$ cat config.mk
export PLATFORM = sky130hd
export DESIGN_NAME = sorted_priority_queue_core
export DESIGN_NICKNAME = d
export VERILOG_FILES = /design/src/hw/rtl/spq_pkg.sv /design/src/hw/rtl/spq_ram.sv /design/src/hw/rtl/sorted_priority_queue_core.sv
export SDC_FILE = /design/constraint.sdc
export NUM_CORES = 1
export LEC_CHECK = 0
export BUFFER_PORTS_ARGS = -buffer_cell sky130_fd_sc_hd__buf_4
export CAP_MARGIN = 20
export CORE_MARGIN = 8
export CORE_UTILIZATION = 35
export DETAILED_ROUTE_END_ITERATION = 12
export PLACE_DENSITY = 0.62
export SETUP_SLACK_MARGIN = 0.5
export SLEW_MARGIN = 20
export SYNTH_ARGS = -nofsm -noshare
export SYNTH_HDL_FRONTEND = slang
export SYNTH_SLANG_ARGS = --single-unit
$ cat constraint.sdc
create_clock -name clk -period 4.1 [get_ports clk]
set_clock_uncertainty 0.15 [all_clocks]
set_input_delay 0 -clock clk [delete_from_list [all_inputs] [get_ports clk]]
set_output_delay 0 -clock clk [all_outputs]
set_load 0.05 [all_outputs]
$ cat src/hw/rtl/spq_pkg.sv
`default_nettype none
// ----------------------------------------------------------------------------
// spq_pkg: shared types and constants for the sorted priority queue
// Transaction payload structs, opcode and status codes, default sizes.
// ----------------------------------------------------------------------------
package spq_pkg;

    localparam int SPQ_DEPTH_DEF    = 16;
    localparam int SPQ_TAG_BITS_DEF = 8;
    localparam int SPQ_PRIO_W       = 32;

    localparam logic OP_ENQ = 1'b0;
    localparam logic OP_DEQ = 1'b1;

    typedef enum logic [1:0] {
        STATUS_DONE  = 2'd0,
        STATUS_EMPTY = 2'd1,
        STATUS_FULL  = 2'd2
    } spq_status_t;

    typedef struct packed {
        logic                  opcode;
        logic [SPQ_PRIO_W-1:0] key_priority;
        logic [7:0]            item_tag;
    } spq_cmd_t;

    typedef struct packed {
        spq_status_t status;
        logic        front_valid;
        logic [7:0]  front_tag;
        logic [4:0]  entry_count;
    } spq_rsp_t;

endpackage
`default_nettype wire

$ cat src/hw/rtl/spq_ram.sv
`default_nettype none
// ----------------------------------------------------------------------------
// spq_ram: generic simple dual-port RAM
// One write port, one read port, read data registered.
// ----------------------------------------------------------------------------
module spq_ram #(
    parameter int WIDTH = 40,
    parameter int DEPTH = 16
) (
    input  wire logic                     clk,
    input  wire logic                     we,
    input  wire logic [$clog2(DEPTH)-1:0] waddr,
    input  wire logic [WIDTH-1:0]         wdata,
    input  wire logic [$clog2(DEPTH)-1:0] raddr,
    output logic      [WIDTH-1:0]         rdata
);

    logic [WIDTH-1:0] mem [DEPTH];

    always_ff @(posedge clk)
    begin
        if (we)
        begin
            mem[waddr] <= wdata;
        end
        rdata <= mem[raddr];
    end

endmodule
`default_nettype wire

$ cat src/hw/rtl/sorted_priority_queue_core.sv
`default_nettype none
// ----------------------------------------------------------------------------
// sorted_priority_queue_core: sorted-list priority queue over one RAM
// Entries are kept in a circular buffer in priority order; dequeue advances
// the head, enqueue shifts the tail one entry per cycle to open a slot.
// ----------------------------------------------------------------------------
// Steps, start accepted to done strobe:
//   enqueue into empty or full queue: done straight from idle, next transaction right away
//   dequeue: one RAM read in ST_DEQ, then done; dequeue on empty: done straight from idle
//   other enqueue: ST_SCAN shifts each entry behind the insertion point,
//   one RAM read-compare-write per cycle, then writes the new entry.
// The receiver cannot stall. Reset empties the queue; RAM is not cleared.
// ----------------------------------------------------------------------------
module sorted_priority_queue_core
    import spq_pkg::*;
#(
    parameter int DEPTH    = SPQ_DEPTH_DEF,
    parameter int TAG_BITS = SPQ_TAG_BITS_DEF
) (
    input  wire logic     clk,
    input  wire logic     rst_n,
    input  wire logic     start,
    input  wire spq_cmd_t cmd,
    output logic          busy,
    output logic          done,
    output spq_rsp_t      rsp
);

    localparam int AW = $clog2(DEPTH);
    localparam int CW = $clog2(DEPTH + 1);
    localparam int EW = SPQ_PRIO_W + TAG_BITS;

    typedef enum logic [1:0] {
        ST_IDLE,
        ST_SCAN,
        ST_FRONT,
        ST_DEQ
    } state_t;

    state_t                state_reg, state_next;
    logic [CW-1:0]         count_reg, count_next;
    logic [AW-1:0]         head_reg, head_next;
    logic [AW-1:0]         j_reg, j_next;
    logic [SPQ_PRIO_W-1:0] prio_reg, prio_next;
    logic [TAG_BITS-1:0]   tag_reg, tag_next;
    logic                  done_reg, done_next;
    spq_rsp_t              rsp_reg, rsp_next;

    logic                  ram_we;
    logic [AW-1:0]         ram_waddr;
    logic [EW-1:0]         ram_wdata;
    logic [AW-1:0]         ram_raddr;
    logic [EW-1:0]         ram_rdata;

    logic [SPQ_PRIO_W-1:0] rd_prio;
    logic [TAG_BITS-1:0]   rd_tag;
    logic [TAG_BITS-1:0]   in_tag;
    logic [31:0]           in_tag_ext;
    logic [31:0]           out_tag_ext;
    logic                  shift;

    function automatic logic [AW-1:0] phys(input logic [AW-1:0] head,
                                           input logic [AW-1:0] idx);
        logic [AW:0] sum;
        sum = {1'b0, head} + {1'b0, idx};
        if (sum >= (AW+1)'(DEPTH))
        begin
            sum = sum - (AW+1)'(DEPTH);
        end
        return sum[AW-1:0];
    endfunction

    function automatic logic [4:0] count5(input logic [CW-1:0] c);
        logic [31:0] w;
        w = '0;
        w[CW-1:0] = c;
        return w[4:0];
    endfunction

    spq_ram #(
        .WIDTH (EW),
        .DEPTH (DEPTH)
    ) u_ram (
        .clk   (clk),
        .we    (ram_we),
        .waddr (ram_waddr),
        .wdata (ram_wdata),
        .raddr (ram_raddr),
        .rdata (ram_rdata)
    );

    assign rd_prio = ram_rdata[TAG_BITS +: SPQ_PRIO_W];
    assign rd_tag  = ram_rdata[TAG_BITS-1:0];

    always_comb
    begin
        in_tag_ext = '0;
        in_tag_ext[7:0] = cmd.item_tag;
        in_tag = in_tag_ext[TAG_BITS-1:0];
        out_tag_ext = '0;
        out_tag_ext[TAG_BITS-1:0] = rd_tag;
    end

    // ascending order; a new key goes ahead of equal keys, but stays behind an equal front
    assign shift = (j_reg == '0) ? (prio_reg < rd_prio) : (prio_reg <= rd_prio);

    always_comb
    begin
        state_next = state_reg;
        count_next = count_reg;
        head_next  = head_reg;
        j_next     = j_reg;
        prio_next  = prio_reg;
        tag_next   = tag_reg;
        done_next  = 1'b0;
        rsp_next   = rsp_reg;
        ram_we     = 1'b0;
        ram_waddr  = head_reg;
        ram_wdata  = {prio_reg, tag_reg};
        ram_raddr  = head_reg;

        case (state_reg)
            ST_IDLE:
            begin
                if (start)
                begin
                    rsp_next.front_valid = 1'b0;
                    rsp_next.front_tag   = '0;
                    rsp_next.status      = STATUS_DONE;
                    if (cmd.opcode == OP_ENQ)
                    begin
                        prio_next = cmd.key_priority;
                        tag_next  = in_tag;
                        if (count_reg == CW'(DEPTH))
                        begin
                            rsp_next.status = STATUS_FULL;
                            done_next       = 1'b1;
                        end
                        else if (count_reg == '0)
                        begin
                            ram_we     = 1'b1;
                            ram_waddr  = head_reg;
                            ram_wdata  = {cmd.key_priority, in_tag};
                            count_next = CW'(1);
                            done_next  = 1'b1;
                        end
                        else
                        begin
                            j_next     = AW'(count_reg - CW'(1));
                            ram_raddr  = phys(head_reg, AW'(count_reg - CW'(1)));
                            state_next = ST_SCAN;
                        end
                    end
                    else
                    begin
                        if (count_reg == '0)
                        begin
                            rsp_next.status = STATUS_EMPTY;
                            done_next       = 1'b1;
                        end
                        else
                        begin
                            ram_raddr  = head_reg;
                            state_next = ST_DEQ;
                        end
                    end
                end
            end

            ST_SCAN:
            begin
                ram_we    = 1'b1;
                ram_waddr = phys(head_reg, j_reg + AW'(1));
                if (shift)
                begin
                    ram_wdata = ram_rdata;
                    if (j_reg == '0)
                    begin
                        state_next = ST_FRONT;
                    end
                    else
                    begin
                        j_next    = j_reg - AW'(1);
                        ram_raddr = phys(head_reg, j_reg - AW'(1));
                    end
                end
                else
                begin
                    ram_wdata  = {prio_reg, tag_reg};
                    count_next = count_reg + CW'(1);
                    done_next  = 1'b1;
                    state_next = ST_IDLE;
                end
            end

            ST_FRONT:
            begin
                ram_we     = 1'b1;
                ram_waddr  = head_reg;
                ram_wdata  = {prio_reg, tag_reg};
                count_next = count_reg + CW'(1);
                done_next  = 1'b1;
                state_next = ST_IDLE;
            end

            ST_DEQ:
            begin
                rsp_next.status      = STATUS_DONE;
                rsp_next.front_valid = 1'b1;
                rsp_next.front_tag   = out_tag_ext[7:0];
                head_next            = phys(head_reg, AW'(1));
                count_next           = count_reg - CW'(1);
                done_next            = 1'b1;
                state_next           = ST_IDLE;
            end

            default:
            begin
                state_next = ST_IDLE;
            end
        endcase

        rsp_next.entry_count = count5(count_next);
    end

    always_ff @(posedge clk or negedge rst_n)
    begin
        if (!rst_n)
        begin
            state_reg <= ST_IDLE;
            count_reg <= '0;
            head_reg  <= '0;
            j_reg     <= '0;
            prio_reg  <= '0;
            tag_reg   <= '0;
            done_reg  <= 1'b0;
            rsp_reg   <= '0;
        end
        else
        begin
            state_reg <= state_next;
            count_reg <= count_next;
            head_reg  <= head_next;
            j_reg     <= j_next;
            prio_reg  <= prio_next;
            tag_reg   <= tag_next;
            done_reg  <= done_next;
            rsp_reg   <= rsp_next;
        end
    end

    assign busy = (state_reg != ST_IDLE);
    assign done = done_reg;
    assign rsp  = rsp_reg;

    a_count_bound: assert property (@(posedge clk) disable iff (!rst_n)
        count_reg <= CW'(DEPTH))
        else $error("entry count above depth");

    a_full_status: assert property (@(posedge clk) disable iff (!rst_n)
        (done && rsp.status == STATUS_FULL) |-> (count_reg == CW'(DEPTH)))
        else $error("full reported with free slots");

    a_front_only_done: assert property (@(posedge clk) disable iff (!rst_n)
        (done && rsp.front_valid) |-> (rsp.status == STATUS_DONE))
        else $error("payload returned with error status");

    a_deq_read: assert property (@(posedge clk) disable iff (!rst_n)
        (start && !busy && cmd.opcode == OP_DEQ && count_reg != '0)
            |=> (state_reg == ST_DEQ))
        else $error("dequeue did not start RAM read");

    a_scan_nonempty: assert property (@(posedge clk) disable iff (!rst_n)
        (state_reg == ST_SCAN) |-> (count_reg != '0 && count_reg != CW'(DEPTH)))
        else $error("insert scan with empty or full queue");

endmodule
`default_nettype wire
==> impl_metrics.py, run 1 <==
metrics = {
    "global_routing": {
        "grt_pass1_vias": 18531,
        "met3_usage_pct": 2.687,
        "overflow": 0,
        "grt_pass1_wl_mm": 119.6,
        "grtUsageTotal_pct": 16.58,
        "antenna_found_initial": 2,
        "grt_max_degree": 41,
        "met1_usage_pct": 21.85,
        "grt.met2_usage_pct": 28.23,
        "grt_busiest_layer": "met2",
    },
    "logic_synthesis": {
        "synth_top_cell_by_area": "edfxtp_1",
        "postSynthCellCount": 1862,
        "ys_ff_latch": 747,
        "synth_top_area_share_pct": 63.46,
        "ys.flop_type": "edfxtp_1",
        "synthArstFlopShare_pct": 8.969,
        "synth_most_common_cell": "edfxtp_1",
        "synth_area_per_cell_um2": 16.26,
        "ys_types": 64,
        "synthTopCellsByArea": "edfxtp_1, mux2i_1, dfrtp_1",
        "synth_commonest_cells": "edfxtp_1, mux2i_1, o22ai_1, inv_1, dfrtp_1",
        "yosysSeqAreaShare_pct": 71.64,
        "synth_edf_count": 640,
        "synth_warnings": 0,
        "synthesis.nets": 1958,
        "syn_area_um2": 30290,
    },
    "placed_design": {
        "gp_congestion": 0.8050,
        "io_buffer_count": 61,
        "dp_hpwl_mm": 45.04,
    },
    "floorplanning": {
        "core_um2": 86210,
        "num_rows": 108,
        "dieArea_um2": 96200,
        "die_x_um": 310.2,
        "ios": 62,
        "initial_core_util_pct": 35.13,
        "fp.dieH_um": 310.2,
    },
    "final_layout": {
        "largest_register_ff_count": 640,
        "nets": 2267,
        "area_delta_synth_final_pct": 25.52,
        "ff_latch_area_um2": 21710,
        "n_fill_cell": 7518,
        "drive_gt1_share_pct": 23.65,
        "multiInputGateArea_um2": 8134,
    },
    "cts": {
        "htree_levels": 3,
        "clock_sinks": 747,
        "cts_tree": "yes",
        "clk_pin_slew_ns": 0.06,
        "cts_buffers": 74,
        "clock_latency_ns": 0.63,
        "cts_root_buf": "clkbuf_16",
        "cts_buffer_depth": 3,
    },
    "setup_path": {
        "reg2reg_from": "prio_reg[9]",
        "cp_max_fo": 7,
        "path_class": "reg2reg",
        "reg2reg_slack_ns": -0.11,
        "r2r_cells": 16,
        "timing.rr.end": "u_ram.rdata[11]",
        "end_kind": "flip-flop",
        "critPathLaunchType": "flip-flop",
        "worstPathRequired_ns": 4.44,
        "worstPathArrival_ns": 4.55,
    },
    "routing": {
        "drt-vias-per-instance": 5.363,
        "initialDrtViolationCount": 1644,
        "dr.pass1.iters": 10,
        "vias": 18176,
        "wl_per_cell_um": 24.28,
        "drt-total-wl_mm": 82.27,
        "route.detailed.drc": 0,
        "antenna_left": 0,
    },
    "sta": {
        "report.final.slew_viol_count": 0,
        "worstMarginPinSlew_ns": 0.7712,
        "holdWs_ns": 0.02755,
        "fin_crit_sh_pct": 102.7,
        "rsz0062_at_grt": "yes",
        "setup_ws_ns": -0.1090,
        "fmax_mhz": 237.6,
        "final_hold_viol_count": 0,
        "setup_viol": 26,
        "fin_crit_ns": 4.209,
        "slew_headroom_pct": 48.59,
    },
    "run_status": {
        "outcome": "finished, violations left",
        "violations": "setup timing",
    },
    "worst_hold_path": {
        "holdPathStages": 3,
        "worstHoldStart": "cmd[33]",
        "worstHoldPathType": "in2reg",
        "min_to": "prio_reg[25]",
    },
    "run": {
        "cap_viol_max_count": 0,
    },
}
-- area by class of cell --
class / instances / share of cell area [%]
sequential: 747 / 57.10
multi-input combinational: 930 / 21.40
timing repair buffer: 327 / 10.30
clock buffer: 97 / 5.207
tap: 1155 / 3.802
clock inverter: 41 / 1.224
inverter: 85 / 0.8459
timing repair inverter: 6 / 0.1185
antenna: 1 / 0.006583
-- cell usage in the layout (no fill, tap or decap), drive strengths merged, types with 10 or more instances in the layout --
| cell | instances |
|---|---|
| edfxtp | 640 |
| mux2i | 331 |
| buf | 266 |
| o22ai | 162 |
| clkbuf | 103 |
| inv | 88 |
| dfrtp | 67 |
| nand2 | 57 |
| dlygate4sd3 | 54 |
| ha | 49 |
| mux2 | 42 |
| a222oi | 41 |
| or4 | 41 |
| dfxtp | 40 |
| nor2 | 38 |
| a21oi | 30 |
| clkinv | 29 |
| o21ai | 27 |
| xnor2 | 10 |
| a22oi | 10 |
-- worst max path at each step --
stage,start,endpoint,slack [ns]
6_report,prio_reg[9],u_ram.rdata[11],-0.11
3_3_place_gp,u_ram.rdata[29],u_ram.rdata[37],-0.49
2_1_floorplan,rsp[0],u_ram.mem[10][0],0.27
4_1_cts,prio_reg[14],u_ram.rdata[14],0.01
5_1_grt,prio_reg[15],u_ram.rdata[11],-0.16
3_5_place_dp,u_ram.rdata[29],u_ram.rdata[27],-0.45
-- per-stage QoR --
stage	TNS, ns	instance area (um2)	util, %	instances	setup slack [ns]
5_1_grt	-3.494	38010	44.09	3388	-0.1608
4_1_cts	0	37430	43.42	3357	0.01225
2_1_floorplan	0	30450	-	1862	0.2732
6_report	-0.9819	38010	44.09	3389	-0.1090
3_3_place_gp	-182.72	33490	38.85	3119	-0.4869
3_5_place_dp	-175.55	33490	38.85	3119	-0.4480
-- metal layers --
metal / share of wire, % / wire [um]
met5: 0 / 0
met1: 42 / 34510
met2: 49 / 40490
met4: 2.6 / 2143
met3: 6.2 / 5127
-- critical path: stages, from the launching register on --
cell      delay [ns]
dfrtp_1         0.42
ha_4            0.29
nand4_1         0.15
nor4_2          0.34
buf_4           0.25
a21boi_4        0.09
o31a_4          0.15
or3_4           0.39
mux2i_2         0.19
o221a_4         0.25
buf_12          0.15
buf_12          0.15
buf_6           0.12
buf_16          0.12
mux2i_4         0.23
o22ai_1         0.10
or4_1           0.51
-- logic make-up after synthesis --
kind of cell             count (synthesis)  share of synthesized area [%]
adder cells (fa/ha/maj)                 52                          2.223
XOR/XNOR                                17                         0.4916
flip-flops                             747                          71.64
buffers and inverters                  185                          3.037
AND/OR/NAND/NOR                        187                          3.388
AO/OA/AOI/OAI                          301                          6.722
multiplexers                           373                          12.50
-- timing repair --
item                       4_1_cts  5_1_grt
setup endpoints to repair      680     1066
hold buffers                    55        0
gates resized for setup         68       62
setup buffers                   28       22
pin swaps                       27       41
hold endpoints to repair       764        0
gates cloned                    17        9
Power of run 1 is left out: the tool's default activity adds up to more than one toggle a clock period on the data nets, which glitch-free logic cannot reach.
==> run 2: changes to the inputs <==
==> constraint.sdc (replaced) <==
create_clock -name clk -period 4.1 [get_ports clk]
set_clock_uncertainty 0.15 [all_clocks]
set_input_delay 0.82 -clock clk [delete_from_list [all_inputs] [get_ports clk]]
set_output_delay 0.82 -clock clk [all_outputs]
set_load 0.05 [all_outputs]
==> run 2 against run 1 <==
The flow still finishes with violations (setup timing); count of clock-buffer cells in the layout fell by 2; non-clock buffer count fell by 39; fmax rose by 0.70%; hold slack improved by 0.18 ns; utilization fell by 0.074 points; die area did not move; cell count fell by 0.86%; register-to-register slack improved by 0.03 ns; largest cell class unchanged.
==> impl_metrics.py, run 2 (synthesized netlist as in run 1, its figures left out) <==
metrics = {
    "run_status": {
        "outcome": "finished, violations left",
        "violations": "setup timing",
    },
    "setup_path": {
        "cp_cell_sequence": "inv_1 -> ha_1 -> nand4_1 -> buf_4 -> nor4_2 -> buf_4 -> a21boi_2 -> o31a_4 -> or3_4 -> mux2i_1 -> o221a_4 -> buf_12 -> buf_4 -> buf_12 -> mux2i_2 -> o22ai_1 -> or4_1",
        "crit_top_cell": "buf_4",
        "worstPathRequired_ns": 4.43,
        "critPathSlowestCell": "or4_1",
        "path_class": "reg2reg",
        "timing.rr.end": "u_ram.rdata[38]",
        "reg2reg_slack_ns": -0.08,
        "slowest_delay_ns": 0.50,
        "end_kind": "flip-flop",
        "reg2reg_from": "u_ram.rdata[34]",
        "worstPathArrival_ns": 4.51,
        "critPathLaunchType": "flip-flop",
        "r2r_cells": 17,
        "cp_max_fo": 9,
    },
    "sta": {
        "setup_ws_ns": -0.07974,
        "final_hold_viol_count": 0,
        "rsz0062_at_grt": "yes",
        "fmax_mhz": 239.2,
        "fin_crit_ns": 4.180,
        "worstMarginPinSlew_ns": 1.035,
        "report.final.slew_viol_count": 0,
        "setup-tns-final_ns": -0.6894,
        "fin_crit_sh_pct": 101.9,
        "setup_viol": 26,
        "slew_headroom_pct": 31.02,
    },
    "routing": {
        "initialDrtViolationCount": 1680,
        "drt-vias-per-instance": 5.404,
        "vias": 18157,
        "met3_length_mm": 5.563,
        "route.detailed.drc": 0,
        "drt-total-wl_mm": 82.82,
        "met2_length_mm": 40.55,
        "top_layer": "met4",
        "met1_length_mm": 34.50,
        "antenna_left": 0,
        "wl_per_cell_um": 24.65,
        "dr.pass1.iters": 12,
    },
    "floorplanning": {
        "num_rows": 108,
        "fp.dieH_um": 310.2,
        "dieArea_um2": 96200,
        "initial_core_util_pct": 35.13,
        "core_um2": 86210,
        "die_x_um": 310.2,
        "ios": 62,
    },
    "final_layout": {
        "area_delta_synth_final_pct": 25.31,
        "ff_latch_area_um2": 21710,
        "final_core_util_pct": 44.02,
        "drive_gt1_share_pct": 26.13,
        "final_common_cell": "edfxtp_1",
        "n_fill_cell": 7501,
        "layout_common_cells": "edfxtp_1, mux2i_1, buf_4, o22ai_1, clkbuf_16",
        "multiInputGateArea_um2": 8104,
        "nets": 2236,
        "largest_register_ff_count": 640,
    },
    "cts": {
        "clk_pin_slew_ns": 0.06,
        "clock_latency_ns": 0.63,
        "cts_root_buf": "clkbuf_16",
        "htree_levels": 3,
        "cts_tree": "yes",
        "cts_buffers": 76,
        "cts_buffer_depth": 3,
        "clock_sinks": 747,
    },
    "global_routing": {
        "grt_pass1_wl_mm": 118.8,
        "overflow": 0,
        "grtUsageTotal_pct": 16.65,
        "grt_pass1_vias": 18104,
        "antenna_found_initial": 2,
        "grt_max_degree": 60,
    },
    "worst_hold_path": {
        "worstHoldPathType": "in2async",
    },
    "placed_design": {
        "io_buffer_count": 61,
        "dp_hpwl_mm": 45.03,
        "gp_congestion": 0.8047,
    },
    "run": {
        "cap_viol_max_count": 0,
    },
}
-- run 2: changes by cell type in the layout (fill, tap and decap cells not counted), sizes merged, moves of 3 or more --
cell	change
bufinv	+5
clkinv	-3
dlygate4sd3	-54
buf	+14
clkinvlp	+11
-- run 2: worst max path at each step --
stage,from,endpoint,cells past startpoint
6_report,u_ram.rdata[34],u_ram.rdata[38],17
5_1_grt,prio_reg[13],u_ram.rdata[25],15
4_1_cts,prio_reg[13],u_ram.rdata[10],15
3_5_place_dp,u_ram.rdata[30],u_ram.rdata[38],15
3_3_place_gp,u_ram.rdata[29],u_ram.rdata[37],15
2_1_floorplan,rsp[0],u_ram.mem[10][0],9
-- run 2: per-layer routing --
layer | vias to the layer above | GRT usage, %
li1 | 7942 | -
met1 | 9432 | 21.42
met2 | 652 | 28.19
met3 | 131 | 3.163
met4 | 0 | 5.702
met5 | - | 0
-- run 2: what timing repair did --
item	CTS	global route
pin swaps	34	27
buffers inserted	41	24
hold endpoints to repair	0	0
gates resized for setup	137	43
endpoints found under the setup margin	715	1066
hold buffers	0	0
cloned	23	10
-- run 2: cell type report --
cell class | count | area share (%)
diodes | 1 | 0.006594
clock buffers | 95 | 5.387
clock inverters | 47 | 1.691
inverters | 85 | 0.9594
multi-input cells | 930 | 21.35
flip-flops and latches | 747 | 57.20
well taps | 1155 | 3.808
repair buffers | 288 | 9.360
repair inverters | 12 | 0.2374
-- run 2: metrics by stage --
stage | std cells | area, um2 | worst slack [ns] | hold WS (ns)
finish | 3360 | 37950 | -0.07974 | 0.2051
global route | 3359 | 37950 | -0.1725 | 0.2585
CTS | 3325 | 37310 | -0.04630 | 0.2153
detailed placement | 3119 | 33490 | -0.4931 | 0.3469
global placement | 3119 | 33490 | -0.4941 | 0.3385
floorplan | 1862 | 30450 | 0.2732 | 0.3283
-- run 2: critical path, delay by kind of cell, from the launching register on --
family / cells / cell delay [ns]
AOI/OAI and AO/OA: 4 / 0.89
DFF: 1 / 0.42
buffers and inverters: 6 / 0.84
and+or+nand+nor: 4 / 0.97
muxes: 2 / 0.45
adders and majority gates: 1 / 0.29
Power of run 2 is left out for the same reason.
